File: src/rtl/lmlt_pkg.sv
// Package: shared types and constants for the LCD mode and line timing block.
`timescale 1ns / 1ps
`default_nettype none
package lmlt_pkg;

  // Dot counts for each part of a line
  localparam logic [9:0] DotsOam    = 10'd80;
  localparam logic [9:0] DotsXfer   = 10'd172;
  localparam logic [9:0] DotsHblank = 10'd204;
  localparam logic [9:0] DotsLine   = 10'd456;

  // Line numbers
  localparam logic [7:0] FirstVblankLine = 8'd144;
  localparam logic [7:0] LinesPerFrame   = 8'd154;

  // Field widths
  localparam int unsigned CyclesW = 6;
  localparam int unsigned DotW    = 10;
  localparam int unsigned LineW   = 8;
  localparam int unsigned CfgIdxW = 3;
  localparam int unsigned CfgDatW = 8;
  localparam int unsigned InDatW  = 8;
  localparam int unsigned OutDatW = 16;

  // Timing phases; the reported mode uses the same codes
  typedef enum logic [1:0] {
    PH_HBLANK = 2'd0,
    PH_VBLANK = 2'd1,
    PH_OAM    = 2'd2,
    PH_XFER   = 2'd3
  } phase_t;

  // Configuration register indexes
  typedef enum logic [CfgIdxW-1:0] {
    REG_LINE_COMPARE    = 3'd0,
    REG_EN_HBLANK       = 3'd1,
    REG_EN_VBLANK       = 3'd2,
    REG_EN_OAM          = 3'd3,
    REG_EN_COINCIDENCE  = 3'd4
  } cfg_reg_t;

  // One result word
  typedef struct packed {
    logic       frame_done;
    logic       hblank_dma_request;
    logic       render_request;
    logic       status_request;
    logic       vblank_request;
    logic       coincidence;
    logic [7:0] line;
    phase_t     mode;
  } result_t;

endpackage
`default_nettype wire

File: src/rtl/lcd_mode_line_timing_top.sv
// LCD mode and line timing: dot counter, phase sequencer and line counter.
//
// Usage:
//   Input words arrive on s_axis; each carries the clocks elapsed since the
//   previous word, the double-speed flag and the display-enable bit. Every
//   accepted word produces exactly one result word on m_axis: reported mode,
//   line, coincidence flag and the request pulses (frame_done on tlast).
//   Configuration (line compare and interrupt enables) is written on the
//   cfg channel, which is always ready; write it only while the block idles.
//   Each accepted word's result goes to the output register, or to the skid
//   register while the receiver stalls. Throughput: one word per cycle
//   while s_axis_tready is high; the dot add, one compare/subtract and
//   the line update sit between the timing state and the result register.
//   The skid holds one extra result, so the block accepts during a stall;
//   once it is full, s_axis_tready drops until the receiver takes a word.
//   Reset (rst, synchronous): dots and line to 0, phase to transfer, mode 3,
//   coincidence flag and all configuration registers to 0, no result held.
`timescale 1ns / 1ps
`default_nettype none
module lcd_mode_line_timing_top (
  input  wire logic                         clk,
  input  wire logic                         rst,
  // Input stream
  input  wire logic                         s_axis_tvalid,
  output logic                              s_axis_tready,
  // [5:0] cycles, [6] speed_x2, [7] display_enable
  input  wire logic [lmlt_pkg::InDatW-1:0]  s_axis_tdata,
  // Result stream
  output logic                              m_axis_tvalid,
  input  wire logic                         m_axis_tready,
  // [1:0] mode, [9:2] line, [10] coincidence, [11] vblank_request,
  // [12] status_request, [13] render_request, [14] hblank_dma_request,
  // [15] zero
  output logic [lmlt_pkg::OutDatW-1:0]      m_axis_tdata,
  output logic                              m_axis_tlast,   // frame_done
  // Configuration writes
  input  wire logic                         cfg_valid,
  output logic                              cfg_ready,
  input  wire logic [lmlt_pkg::CfgIdxW-1:0] cfg_index,
  input  wire logic [lmlt_pkg::CfgDatW-1:0] cfg_data
);
  import lmlt_pkg::*;

  // Configuration registers
  logic [LineW-1:0] line_compare;
  logic             int_enable_hblank;
  logic             int_enable_vblank;
  logic             int_enable_oam;
  logic             int_enable_coincidence;

  // Timing state
  logic [DotW-1:0]  dot_count, dot_count_next;
  phase_t           phase, phase_next;
  logic [LineW-1:0] line_count, line_count_next;
  phase_t           reported_mode, reported_mode_next;
  logic             coincidence_flag, coincidence_flag_next;

  // Output and skid registers
  result_t out_res, skid_res, res_next;
  logic    out_valid, skid_valid;

  // Input word fields
  logic [CyclesW-1:0] in_cycles;
  logic               in_speed_x2;
  logic               in_display_enable;
  logic               in_accept;

  assign in_cycles         = s_axis_tdata[CyclesW-1:0];
  assign in_speed_x2       = s_axis_tdata[CyclesW];
  assign in_display_enable = s_axis_tdata[CyclesW+1];

  assign s_axis_tready = !skid_valid;
  assign in_accept     = s_axis_tvalid && s_axis_tready;
  assign cfg_ready     = 1'b1;

  // Configuration register writes; unknown indexes are dropped
  always_ff @(posedge clk) begin
    if (rst) begin
      line_compare           <= '0;
      int_enable_hblank      <= 1'b0;
      int_enable_vblank      <= 1'b0;
      int_enable_oam         <= 1'b0;
      int_enable_coincidence <= 1'b0;
    end else if (cfg_valid) begin
      unique case (cfg_index)
        REG_LINE_COMPARE:   line_compare           <= cfg_data;
        REG_EN_HBLANK:      int_enable_hblank      <= cfg_data[0];
        REG_EN_VBLANK:      int_enable_vblank      <= cfg_data[0];
        REG_EN_OAM:         int_enable_oam         <= cfg_data[0];
        REG_EN_COINCIDENCE: int_enable_coincidence <= cfg_data[0];
        default: ;
      endcase
    end
  end

  // One timing step
  logic [CyclesW-1:0] dot_add;
  logic [DotW-1:0]    dot_sum;
  logic [LineW-1:0]   line_inc;
  logic               match_inc, match_zero;
  logic               vbl, stat, render, frame;

  always_comb begin
    dot_add    = in_speed_x2 ? {1'b0, in_cycles[CyclesW-1:1]} : in_cycles;
    dot_sum    = dot_count + DotW'(dot_add);
    line_inc   = line_count + LineW'(1);
    match_inc  = (line_inc == line_compare);
    match_zero = (line_compare == '0);

    dot_count_next        = dot_count;
    phase_next            = phase;
    line_count_next       = line_count;
    reported_mode_next    = reported_mode;
    coincidence_flag_next = coincidence_flag;
    vbl    = 1'b0;
    stat   = 1'b0;
    render = 1'b0;
    frame  = 1'b0;

    if (!in_display_enable) begin
      dot_count_next     = '0;
      phase_next         = PH_XFER;
      reported_mode_next = PH_HBLANK;
      line_count_next    = '0;
    end else begin
      dot_count_next = dot_sum;
      unique case (phase)
        PH_HBLANK: begin
          if (dot_sum >= DotsHblank) begin
            dot_count_next        = dot_sum - DotsHblank;
            line_count_next       = line_inc;
            coincidence_flag_next = match_inc;
            stat = match_inc && int_enable_coincidence;
            if (line_inc == FirstVblankLine) begin
              phase_next = PH_VBLANK;
              vbl        = 1'b1;
              stat       = stat || int_enable_vblank;
            end else begin
              phase_next = PH_OAM;
              stat       = stat || int_enable_oam;
            end
            reported_mode_next = phase_next;
          end
        end
        PH_VBLANK: begin
          if (dot_sum >= DotsLine) begin
            dot_count_next        = dot_sum - DotsLine;
            line_count_next       = line_inc;
            coincidence_flag_next = match_inc;
            stat = match_inc && int_enable_coincidence;
            // Frame wrap: compare against 154 first, then against line 0
            if (line_inc == LinesPerFrame) begin
              line_count_next       = '0;
              coincidence_flag_next = match_zero;
              stat = stat || (match_zero && int_enable_coincidence) || int_enable_oam;
              phase_next         = PH_OAM;
              reported_mode_next = PH_OAM;
              frame              = 1'b1;
            end
          end
        end
        PH_OAM: begin
          if (dot_sum >= DotsOam) begin
            dot_count_next     = dot_sum - DotsOam;
            phase_next         = PH_XFER;
            reported_mode_next = PH_XFER;
          end
        end
        PH_XFER: begin
          if (dot_sum >= DotsXfer) begin
            dot_count_next     = dot_sum - DotsXfer;
            phase_next         = PH_HBLANK;
            reported_mode_next = PH_HBLANK;
            render             = 1'b1;
            stat               = int_enable_hblank;
          end
        end
        default: ;
      endcase
    end

    res_next.mode               = reported_mode_next;
    res_next.line               = line_count_next;
    res_next.coincidence        = coincidence_flag_next;
    res_next.vblank_request     = vbl;
    res_next.status_request     = stat;
    res_next.render_request     = render;
    res_next.hblank_dma_request = render;
    res_next.frame_done         = frame;
  end

  // Timing state update on each accepted word
  always_ff @(posedge clk) begin
    if (rst) begin
      dot_count        <= '0;
      phase            <= PH_XFER;
      line_count       <= '0;
      reported_mode    <= PH_XFER;
      coincidence_flag <= 1'b0;
    end else if (in_accept) begin
      dot_count        <= dot_count_next;
      phase            <= phase_next;
      line_count       <= line_count_next;
      reported_mode    <= reported_mode_next;
      coincidence_flag <= coincidence_flag_next;
    end
  end

  // Output register with one skid entry
  always_ff @(posedge clk) begin
    if (rst) begin
      out_valid  <= 1'b0;
      skid_valid <= 1'b0;
    end else if (skid_valid) begin
      if (m_axis_tready) begin
        out_res    <= skid_res;
        skid_valid <= 1'b0;
      end
    end else if (in_accept) begin
      if (!out_valid || m_axis_tready) begin
        out_res   <= res_next;
        out_valid <= 1'b1;
      end else begin
        skid_res   <= res_next;
        skid_valid <= 1'b1;
      end
    end else if (m_axis_tready) begin
      out_valid <= 1'b0;
    end
  end

  assign m_axis_tvalid = out_valid;
  assign m_axis_tlast  = out_res.frame_done;
  assign m_axis_tdata  = {1'b0, out_res[OutDatW-2:0]};

  // Checks
  a_render_dma: assert property (@(posedge clk) disable iff (rst)
    m_axis_tvalid && out_res.render_request |->
      out_res.hblank_dma_request && out_res.mode == PH_HBLANK)
    else $error("render pulse without dma pulse or hblank mode");

  a_frame_line0: assert property (@(posedge clk) disable iff (rst)
    m_axis_tvalid && out_res.frame_done |-> out_res.line == '0 && out_res.mode == PH_OAM)
    else $error("frame wrap result not on line 0 in oam");

  a_vblank_entry: assert property (@(posedge clk) disable iff (rst)
    m_axis_tvalid && out_res.vblank_request |->
      out_res.line == FirstVblankLine && out_res.mode == PH_VBLANK)
    else $error("vblank request off line 144");

  a_skid_only_when_full: assert property (@(posedge clk) disable iff (rst)
    skid_valid |-> out_valid)
    else $error("skid entry held with empty output register");

endmodule
`default_nettype wire
File: config.mk
export PLATFORM = sky130hd
export DESIGN_NAME = lcd_mode_line_timing_top
export DESIGN_NICKNAME = d
export VERILOG_FILES = /design/src/rtl/lmlt_pkg.sv /design/src/rtl/lcd_mode_line_timing_top.sv
export SDC_FILE = /design/constraint.sdc
export NUM_CORES = 1
export LEC_CHECK = 0
export BUFFER_PORTS_ARGS = -buffer_cell sky130_fd_sc_hd__buf_2
export CAP_MARGIN = 10
export CORE_UTILIZATION = 35
export CTS_BUF_LIST = sky130_fd_sc_hd__clkbuf_8
export CTS_CLUSTER_DIAMETER = 100
export CTS_CLUSTER_SIZE = 20
export DETAILED_ROUTE_END_ITERATION = 10
export HOLD_SLACK_MARGIN = 0.08
export PLACE_DENSITY = 0.54
export SLEW_MARGIN = 40
export SYNTH_ARGS = -nofsm -noshare
export SYNTH_HDL_FRONTEND = slang
export SYNTH_SLANG_ARGS = --single-unit
File: constraint.sdc
create_clock -name clk -period 10 [get_ports clk]
set_input_delay 2 -clock clk [delete_from_list [all_inputs] [get_ports clk]]
set_output_delay 2 -clock clk [all_outputs]
set_load 0.03 [all_outputs]
# [Word-level counts from Yosys, hierarchy flattened]
# Index checks and enable logic that the tools add are counted.
[totals] register_bits=68 latchBits=0 ramBits=0 romBits=0 wordCells=143 n_memories=0
[classes] addsub=6 n_mul=0 div=0 magnitude_cmp=4 eq_ne=17 n_shift=0 n_mux=61 bitwise_logic=3 reduce_logical=25
[ops] cell="16-bit 2-to-1 mux" count=4
[ops] cell="10-bit 2-to-1 mux" count=5
[ops] cell="10-bit case mux with 4 select lines" count=1
[ops] cell="8-bit 2-to-1 mux" count=4
[ops] cell="1-bit 2-to-1 mux" count=28
[ops] cell="2-bit 2-to-1 mux" count=13
[ops] cell="10-bit by 8-bit >= comparator with 1-bit output, second input constant" count=2
[ops] cell="10-bit by 8-bit subtractor with 10-bit output, second input constant" count=2
[ops] cell="8-bit == test, second input constant" count=2
[ops] cell="2-bit case mux with 4 select lines" count=2
[ops] cell="8-bit case mux with 2 select lines" count=1
[ops] cell="3-bit inequality test, second input constant" count=5
[ops] cell="10-bit by 6-bit adder with 10-bit output" count=1
[ops] cell="10-bit by 7-bit >= comparator with 1-bit output, second input constant" count=1
[ops] cell="10-bit by 9-bit >= comparator with 1-bit output, second input constant" count=1
[ops] cell="2-bit AND reduction" count=5
[ops] cell="10-bit by 7-bit subtractor with 10-bit output, second input constant" count=1
[ops] cell="10-bit by 9-bit subtractor with 10-bit output, second input constant" count=1
[ops] cell="8-bit by 1-bit adder with 8-bit output, second input constant" count=1
[ops] cell="8-bit == test" count=1
[ops] cell="8-bit logical NOT" count=1
[ops] cell="4-bit AND reduction" count=2
[ops] cell="3-bit by 2-bit == test with 1-bit output, second input constant" count=2
[ops] cell="6-bit 2-to-1 mux" count=1
[ops] cell="other kinds (17)" count=29

# [Logic depth before layout (Yosys ltp)]
# Gate-level depths: netlist of run 1.
[depth] ltp_word=12 ltp_mapped=16 mapped_depth_nobuf=16

# [Worst setup path after synthesis of run 1]
# No wires, ideal clock.
[synth_timing] path_kind="input to register" startpoint="input port s_axis_tdata[6] (netlist name)" endpoint="register out_res, in the netlist m_axis_tdata[10], data pin" setup_ps=260 t_arrival_ps=5451 required_time_ps=9740 slack_ps=4289 cell_stages=15 path_buffers=0 cell_sequence="mux2_2 -> ha_1 -> fa_1 -> a211oi_2 -> nor3b_1 -> nor2_1 -> inv_1 -> ha_1 -> nand4_1 -> a21oi_1 -> nor4b_4 -> o21ai_2 -> a31o_1 -> a22o_1 -> mux2_2"
[synth_between] elab_chain_cells=9
[synth_rtl] item="start, declared" line_no="lcd_mode_line_timing_top.sv:27" source="input wire logic [lmlt_pkg::InDatW-1:0] s_axis_tdata,"
[synth_rtl] item="6-bit 2-to-1 mux *" line_no="lcd_mode_line_timing_top.sv:104" source="dot_add = in_speed_x2 ? {1'b0, in_cycles[CyclesW-1:1]} : in_cycles;"
[synth_rtl] item="10-bit by 6-bit adder with 10-bit output *" line_no="lcd_mode_line_timing_top.sv:105" source="dot_sum = dot_count + DotW'(dot_add);"
[synth_rtl] item="10-bit by 9-bit >= comparator with 1-bit output or 10-bit by 8-bit >= comparator with 1-bit output (tied branches)" line_no="lcd_mode_line_timing_top.sv:146, lcd_mode_line_timing_top.sv:129"
[synth_rtl] item="1-bit 2-to-1 mux, on equally long branches" line_no="lcd_mode_line_timing_top.sv:146, lcd_mode_line_timing_top.sv:129"
[synth_rtl] item="1-bit case mux with 2 select lines *" line_no="lcd_mode_line_timing_top.sv:127" source="unique case (phase)"
[synth_rtl] item="1-bit 2-to-1 mux *" line_no="lcd_mode_line_timing_top.sv:120" source="if (!in_display_enable) begin"
[synth_rtl] item="via coincidence_flag_next" line_no="lcd_mode_line_timing_top.sv:56" source="logic coincidence_flag, coincidence_flag_next;"
[synth_rtl] item="16-bit 2-to-1 mux *" line_no="lcd_mode_line_timing_top.sv:220" source="if (!out_valid || m_axis_tready) begin"
[synth_rtl] item="16-bit 2-to-1 mux *" line_no="lcd_mode_line_timing_top.sv:219" source="end else if (in_accept) begin"
[synth_rtl] item="16-bit 2-to-1 mux *" line_no="lcd_mode_line_timing_top.sv:214" source="end else if (skid_valid) begin"
[synth_rtl] item="end signal, assigned" line_no="lcd_mode_line_timing_top.sv:216" source="out_res <= skid_res;"
[synth_rtl] item="end signal, assigned" line_no="lcd_mode_line_timing_top.sv:221" source="out_res <= res_next;"
[synth_rtl] item="end, declared" line_no="lcd_mode_line_timing_top.sv:59" source="result_t out_res, skid_res, res_next;"
# Mark *: on every way through the listed nets, which the timed path passes. The rest lies on a longest branch. The select of a mux whose other input is x is not followed.
# A chain may end at the register's enable or synchronous reset.

# [Final worst setup path of run 1]
[layout_timing] startpoint="input port s_axis_tdata[6] (netlist name)" endpoint="register out_res, in the netlist m_axis_tdata[12], data pin"
[layout_between] elab_chain_cells=9
[layout_rtl] item="6-bit 2-to-1 mux *" line_no="lcd_mode_line_timing_top.sv:104"
[layout_rtl] item="10-bit by 6-bit adder with 10-bit output *" line_no="lcd_mode_line_timing_top.sv:105"
[layout_rtl] item="10-bit by 8-bit >= comparator with 1-bit output, or another cell as far along" line_no="lcd_mode_line_timing_top.sv:170" source="if (dot_sum >= DotsXfer) begin"
[layout_rtl] item="1-bit 2-to-1 mux, on equally long branches" line_no="lcd_mode_line_timing_top.sv:170, lcd_mode_line_timing_top.sv:129, lcd_mode_line_timing_top.sv:146"
[layout_rtl] item="1-bit case mux with 3 select lines *" line_no="lcd_mode_line_timing_top.sv:127"
[layout_rtl] item="1-bit 2-to-1 mux *" line_no="lcd_mode_line_timing_top.sv:120"
[layout_rtl] item="16-bit 2-to-1 mux *" line_no="lcd_mode_line_timing_top.sv:220"
[layout_rtl] item="16-bit 2-to-1 mux *" line_no="lcd_mode_line_timing_top.sv:219"
[layout_rtl] item="16-bit 2-to-1 mux *" line_no="lcd_mode_line_timing_top.sv:214"
# Every way passes the cells marked *; elsewhere a longest branch is shown, timed or not. The select of a mux whose other input is x is not followed.

==> results.md, run 1 <==
- Count of vias placed by the detailed router: 4284
- Crit-path max FO: 7
- Data arrival, critical path: 6.33 ns
- Power share of the sequential group: 45.8%
- Worst hold-check path type: register to register
- Leak Pwr: 0.001945 uW
- Remaining antenna violation count: 0
- Switching power share of the total: 30.79%
- Tightest slew margin relative to the limit: 43.99%
- Port bufs: 41
- Clk network pwr share: 36.0%
- Ys async rst share: 0%
- Die Area: 14200 um^2
- Clock root buffer: sky130_fd_sc_hd__clkbuf_8
- Number of enable flip-flop cells after synthesis: 30
- Y dimension of the die: 119.2 um
- Final layout net count: 611
- Post_cts resized: 0
- Antenna Cells: 0
- RSZ-0062 raised after global routing: no
- Multi-input logic area: 2947 um^2
- Detailed Route WL: 13470 um
- Area taken by flip-flops and latches: 1642 um^2
- First DRT Iteration DRCs: 344
- Synth Cell Area: 4803 um^2
- Skew final: 0.01182 ns
- Ranking of synthesized cells by area: sky130_fd_sc_hd__edfxtp_1 19%, sky130_fd_sc_hd__dfxtp_1 15%, sky130_fd_sc_hd__ha_1 5.2%, sky130_fd_sc_hd__nand2_1 4.1%, sky130_fd_sc_hd__a21oi_1 3.9%
- Post-CTS clock slew at the launch and capture registers of the worst setup and hold paths: 0.08 ns
- Number of levels in the clock H-tree: 3
- Hold Slack: 0.4784 ns
- Sort of element at the start of the critical path: input port
- Summed negative setup slack over all endpoints: 0 ns
- Worst vdd rail ir drop: 0.05392 mV
- Worst-skew pair later-pin latency: 0.37 ns
- Number of flip-flops and latches in the synthesized netlist: 67
- Result of the run: finished, final reports clean
- Yosys Warn Count: 0
- Global-route congestion overflow total: 0
- First-pass GRT wire length: 22000 um
- Mapped Nets: 585
- CORE AREA: 13300 um^2
- Number of hold buffers added after cts: 0
- Area delta synth->final: 11.23%
- Post-route setup slack: 3.784 ns
- Fill cell instance count of the final layout: 1324
- Num CTS Buffers: 9
- Highest clock frequency the design can meet: 160.9 MHz
- Max-cap viol count: 0
- Internal power contribution: 448.8 uW
- Row cnt: 42
- Global-route total usage across every layer: 19.88%
- Net switching power of the design: 199.7 uW
- Final worst-path cycle share: 62.16%
- Tmin final: 6.216 ns
- Share of power burned in combinational logic: 18.3%
- Critical path class: input port to register
- Top cell type by total area after synthesis: sky130_fd_sc_hd__edfxtp_1
- Synthesized area divided by synthesized cell count: 8.895 um^2
- Clock Tree Buf Depth: 2
- Pwr Density: 121.4 nW/um^2
- IO Count: 44
- Number of detailed-routing iterations run before antenna repair: 5
- Largest net degree at the start of global routing: 27
- Dpl hpwl: 9967 um
- Final hold vios: 0
- DRC violations left: 0
- Worst Tran Pin Value: 0.8401 ns
- Number of library cell types mapped by synthesis: 76
- Max-slew violations: 0
- DIE WIDTH: 119.2 um
- Vias in the first global route: 4107
- Main flop type after synthesis: sky130_fd_sc_hd__dfxtp_1
- CTS sink count: 67
- Drt via density: 5.735
- Portion of synthesized cell area occupied by the leading cell type: 18.75%
- RD Place Congestion: 0.9063
- Initial cell density of the core: 36.13%
- Synthesized instance count: 540
- Worst setup slack after placement: 3.447 ns
- Final routed wire length divided by cell count: 18.03 um
- WP data required: 10.11 ns
- Fraction of the yosys area taken by sequential cells: 34.18%
- Number of antenna violations at the first check in global routing: 0
- Fraction of layout instances using a drive strength above 1: 16.99%
- Total setup buffers inserted after CTS: 0
- CTS tree: done
- Capturing element type of the critical path: register
- Count of endpoints failing setup in the final report: 0
-- power by group through the flow --
| stage | Combinational, uW | Clock (uW) | Sequential, uW |
|---|---|---|---|
| detailed placement | 116 | 0 | 303 |
| global route | 131 | 252 | 298 |
| floorplan | 79.7 | 0 | 307 |
| CTS | 117 | 240 | 297 |
| finish | 119 | 233 | 297 |
| global placement | 117 | 0 | 303 |
-- through the flow --
step / cell area (um^2) / power (uW) / util (%) / instances
floorplan: 4803 / 386.9 / - / 540
global placement: 5124 / 419.7 / 38.54 / 731
detailed placement: 5134 / 419.5 / 38.61 / 731
CTS: 5335 / 654.5 / 40.13 / 747
global route: 5343 / 680.7 / 40.18 / 747
finish: 5343 / 648.5 / 40.18 / 747
-- state kept, by name, summed over array words and instances (netlist names) --
name                    cells
coincidence_flag            1
int_enable_oam              1
line_count                  8
int_enable_vblank           1
dot_count                  10
reported_mode               2
skid_res                   15
m_axis_tvalid               1
skid_valid                  1
m_axis_tlast                1
int_enable_coincidence      1
line_compare                8
m_axis_tdata               14
phase                       2
int_enable_hblank           1
-- final cells by class --
type | instances | area share (%)
Multi-Input combinational cell | 417 | 55.15
Clock inverter | 7 | 1.452
Timing Repair Buffer | 45 | 4.403
Clock buffer | 9 | 2.319
Inverter | 26 | 1.827
Tap cell | 176 | 4.122
Sequential cell | 67 | 30.73
-- cell usage in the layout (no fill, tap or decap), drive strengths merged, types with 7 or more instances in the layout --
master and instances:
inv 25, mux2 10, nor2b 8, nand3 20, and2 14, o22ai 11, ha 20, a22o 10
mux2i 12, buf 45, edfxtp 30, nand4 9, nor3 11, a21oi 37, clkbuf 9, a211oi 7
a31oi 7, nor2 32, xnor2 12, o21ai 36, o211ai 14, nand2 53, dfxtp 37
-- layer usage --
metal  track usage, %  share of wire [%]  vias up
met3            4.502                5.2       25
met1            28.00                 49     2057
met5                0                  0        -
met2            28.67                 43      129
met4            9.019                2.6        0
li1                 -                  -     2073
-- worst paths after layout --
path	slack, ns	cells past startpoint	to	startpoint
setup / recovery	3.78	17	m_axis_tdata[12]$_DFFE_PP_	s_axis_tdata[6]
hold / removal	0.48	2	dot_count[0]$_SDFFE_PP0P_	dot_count[0]$_SDFFE_PP0P_
setup reg to reg	5.58	15	m_axis_tdata[12]$_DFFE_PP_	dot_count[0]$_SDFFE_PP0P_
hold reg to reg	0.48	2	dot_count[0]$_SDFFE_PP0P_	dot_count[0]$_SDFFE_PP0P_
-- logic make-up after synthesis --
group,share of synthesized area [%]
buf+inv,4.845
fa+ha+maj,5.626
mux,4.845
compound gates,26.67
other cells,0.1563
flops,34.18
simple gates,18.23
xor+xnor,5.444
-- synth_stat cells, types with 5 or more instances --
master,number
sky130_fd_sc_hd__a21oi_1,37
sky130_fd_sc_hd__clkbuf_1,18
sky130_fd_sc_hd__ha_1,20
sky130_fd_sc_hd__nor2b_1,8
sky130_fd_sc_hd__and2_1,14
sky130_fd_sc_hd__nor2_1,32
sky130_fd_sc_hd__o21ai_0,26
sky130_fd_sc_hd__o22ai_1,11
sky130_fd_sc_hd__nor3_1,9
sky130_fd_sc_hd__dfxtp_1,37
sky130_fd_sc_hd__xnor2_1,12
sky130_fd_sc_hd__nand4_1,9
sky130_fd_sc_hd__xnor3_1,5
sky130_fd_sc_hd__nand3_1,20
sky130_fd_sc_hd__mux2i_1,12
sky130_fd_sc_hd__o21a_1,6
sky130_fd_sc_hd__a211oi_1,6
sky130_fd_sc_hd__inv_1,23
sky130_fd_sc_hd__mux2_2,9
sky130_fd_sc_hd__a31oi_1,5
sky130_fd_sc_hd__xor2_1,5
sky130_fd_sc_hd__edfxtp_1,30
sky130_fd_sc_hd__a22o_1,10
sky130_fd_sc_hd__o211ai_1,13
sky130_fd_sc_hd__nand2_1,53
sky130_fd_sc_hd__buf_2,9
sky130_fd_sc_hd__o21ai_1,6
sky130_fd_sc_hd__a32o_1,5
-- critical path, stage by stage --
cell                        delay (ns)
sky130_fd_sc_hd__buf_2            0.14
sky130_fd_sc_hd__mux2_2           0.35
sky130_fd_sc_hd__ha_1             0.23
sky130_fd_sc_hd__fa_1             0.43
sky130_fd_sc_hd__a211oi_2         0.37
sky130_fd_sc_hd__nor3b_1          0.11
sky130_fd_sc_hd__nor2_1           0.44
sky130_fd_sc_hd__inv_1            0.22
sky130_fd_sc_hd__ha_1             0.23
sky130_fd_sc_hd__a21oi_1          0.36
sky130_fd_sc_hd__nand2b_1         0.10
sky130_fd_sc_hd__mux2i_1          0.26
sky130_fd_sc_hd__nand2b_1         0.21
sky130_fd_sc_hd__a21oi_1          0.28
sky130_fd_sc_hd__o2bb2ai_1        0.23
sky130_fd_sc_hd__a221oi_2         0.24
sky130_fd_sc_hd__o31ai_1          0.11
Note: power is estimated with default switching activity, not from simulation.
==> run 2: changes to the inputs <==
--- a/config.mk
+++ b/config.mk
@@ -13,7 +13,7 @@
 export CTS_CLUSTER_SIZE = 20
 export DETAILED_ROUTE_END_ITERATION = 10
 export HOLD_SLACK_MARGIN = 0.08
-export PLACE_DENSITY = 0.54
+export PLACE_DENSITY = 0.56
 export SLEW_MARGIN = 40
 export SYNTH_ARGS = -nofsm -noshare
 export SYNTH_HDL_FRONTEND = slang
==> constraint.sdc (replaced) <==
create_clock -name clk -period 5.7 [get_ports clk]
set_input_delay 1.14 -clock clk [delete_from_list [all_inputs] [get_ports clk]]
set_output_delay 1.14 -clock clk [all_outputs]
set_load 0.03 [all_outputs]
==> results.md, run 2 (synthesized netlist as in run 1, its figures left out) <==
- Multi-input logic area: 2947 um^2
- Count of vias placed by the detailed router: 4286
- Internal power contribution: 745.8 uW
- First-pass GRT wire length: 21490 um
- Final routed wire length divided by cell count: 17.34 um
- Met3 track utilization from global routing: 3.544%
- Count of endpoints failing setup in the final report: 0
- Cell count of the worst hold path: 2
- Switching power share of the total: 31.99%
- DIE WIDTH: 119.2 um
- Die Area: 14200 um^2
- First DRT Iteration DRCs: 335
- Highest clock frequency the design can meet: 200.4 MHz
- Clock Tree Buf Depth: 2
- Skew final: 0.009078 ns
- Result of the run: finished, final reports clean
- Fraction of layout instances using a drive strength above 1: 17.57%
- Drt via density: 5.707
- Fill cell instance count of the final layout: 1327
- Global-route total usage across every layer: 19.11%
- Final worst-path cycle share: 87.54%
- Area delta synth->final: 11.31%
- Worst reg2reg path startpoint: dot_count[4]$_SDFFE_PP0P_
- Initial cell density of the core: 36.13%
- Detailed Route WL: 13020 um
- Share of power burned in combinational logic: 19.2%
- Worst-skew pair later-pin latency: 0.36 ns
- Number of hold buffers added after cts: 0
- Series of cell instances along the critical path: buf_2 -> mux2_2 -> ha_1 -> a21oi_1 -> nand2_1 -> o21ai_0 -> and2_1 -> clkinv_1 -> ha_1 -> nor2b_1 -> nor3_1 -> buf_4 -> o21ai_2 -> o21ai_2 -> nand3b_1 -> a21boi_0
- Cells on worst reg2reg path: 14
- Final layout net count: 615
- Placed standard-cell area: 5166 um^2
- Clock root buffer: sky130_fd_sc_hd__clkbuf_8
- Num CTS Buffers: 9
- Remaining antenna violation count: 0
- Clk network pwr share: 33.3%
- Port bufs: 41
- Largest net degree at the start of global routing: 27
- RSZ-0062 raised after global routing: no
- Data arrival, critical path: 5.18 ns
- CTS tree: done
- Summed negative setup slack over all endpoints: 0 ns
- Tightest slew margin relative to the limit: 46.63%
- Number of antenna violations at the first check in global routing: 0
- Post-CTS clock slew at the launch and capture registers of the worst setup and hold paths: 0.07 ns
- Crit-path max FO: 9
- Total setup buffers inserted after CTS: 0
- Critical path class: input port to register
- Net switching power of the design: 350.8 uW
- CTS sink count: 67
- Global-route congestion overflow total: 0
- Tmin final: 4.990 ns
- Busiest grt layer: met2
- # placed instances: 735
- Worst vdd rail ir drop: 0.1190 mV
- Buffering stage count on the worst path with inverters included: 3
- WP data required: 5.89 ns
- Y dimension of the die: 119.2 um
- Worst Tran Pin Value: 0.8005 ns
- Worst hold-check path type: register to register
- Largest register FFs: 15
- Met1 track demand over resource in global routing: 26.42%
- Highest-count cells in the layout ignoring fill and taps: 53 x sky130_fd_sc_hd__nand2_1, 41 x sky130_fd_sc_hd__buf_2, 37 x sky130_fd_sc_hd__a21oi_1, 37 x sky130_fd_sc_hd__dfxtp_1, 31 x sky130_fd_sc_hd__nor2_1
- Area taken by flip-flops and latches: 1642 um^2
- Final Non-Filler Cells: 751
- Number of detailed-routing iterations run before antenna repair: 6
- Power share of the sequential group: 47.5%
- IO Count: 44
- Cell area after layout: 5346 um^2
- Max-slew violations: 0
- Vias in the first global route: 4195
- Met2 capacity usage during global routing: 29.29%
- Pwr Density: 205.1 nW/um^2
- Sort of element at the start of the critical path: input port
- DRC violations left: 0
- Largest register by flop count: skid_res
- Dpl hpwl: 9799 um
- CORE AREA: 13300 um^2
- Cell at the slowest stage of the critical path: sky130_fd_sc_hd__ha_1
- Final hold vios: 0
- Largest delay share family, worst path: simple AND/OR/NAND/NOR gates
- RD Place Congestion: 0.9171
- Hold Slack: 0.4704 ns
- Row cnt: 42
- Number of levels in the clock H-tree: 3
- Source of the worst hold timing path: dot_count[0]$_SDFFE_PP0P_
- Antenna Cells: 0
- Largest stage delay on the critical path: 0.41 ns
- Worst min-delay path endpoint: dot_count[0]$_SDFFE_PP0P_
- Capturing element type of the critical path: register
- Most frequent standard cell in the layout excluding fill and tap cells: sky130_fd_sc_hd__nand2_1
- Max-cap viol count: 0
- R2R Setup Slk: 1.63 ns
- Leak Pwr: 0.001952 uW
- Post_cts resized: 0
- Capture point of the worst reg-to-reg path: skid_res[4]$_DFFE_PP_
run 2: layout make-up:
| type | instances | area share [%] |
|---|---|---|
| clock buffer | 9 | 2.317 |
| clock inverter | 7 | 0.9595 |
| sequential | 67 | 30.70 |
| tap | 176 | 4.119 |
| timing repair buffer | 49 | 4.961 |
| multi-input combinational | 417 | 55.11 |
| inverter | 26 | 1.825 |
run 2: worst max path at each step:
stage | start | end | slack (ns) | depth (start not counted)
after global placement | s_axis_tdata[6] | m_axis_tdata[1]$_DFFE_PP_ | 0.47 | 16
after floorplan | s_axis_tdata[6] | m_axis_tdata[10]$_DFFE_PP_ | 0.85 | 15
after detailed placement | s_axis_tdata[6] | m_axis_tdata[1]$_DFFE_PP_ | 0.41 | 16
final | s_axis_tdata[6] | skid_res[4]$_DFFE_PP_ | 0.71 | 16
after global routing | s_axis_tdata[6] | m_axis_tdata[0]$_DFFE_PP_ | 0.41 | 16
after CTS | s_axis_tdata[6] | m_axis_tdata[1]$_DFFE_PP_ | 0.79 | 16
run 2: routing by layer:
layer  vias to the layer above  routed length (um)
met4                         0                 259
met3                        22                 656
li1                       2086                   -
met2                       122                5768
met5                         -                   0
met1                      2056                6339
run 2: worst min-delay path: stages (launching register included):
cell,delay [ns]
sky130_fd_sc_hd__dfxtp_1,0.32
sky130_fd_sc_hd__nand2_1,0.05
sky130_fd_sc_hd__a21oi_1,0.05
run 2: power groups by stage:
stage	combinational, uW	sequential, uW	clock [uW]
3_3_place_gp	208	532	0
2_1_floorplan	140	539	0
3_5_place_dp	207	532	0
4_1_cts	208	521	377
5_1_grt	231	522	395
6_report	211	521	365
run 2: through the flow:
step	worst slack [ns]	total power [uW]	utilization, %
after CTS	0.7869	1106	40.18
final	0.7102	1097	40.21
after detailed placement	0.4149	738.7	38.86
after global routing	0.4124	1148	40.21
after global placement	0.4734	739.6	38.76
after floorplan	0.8490	678.7	-
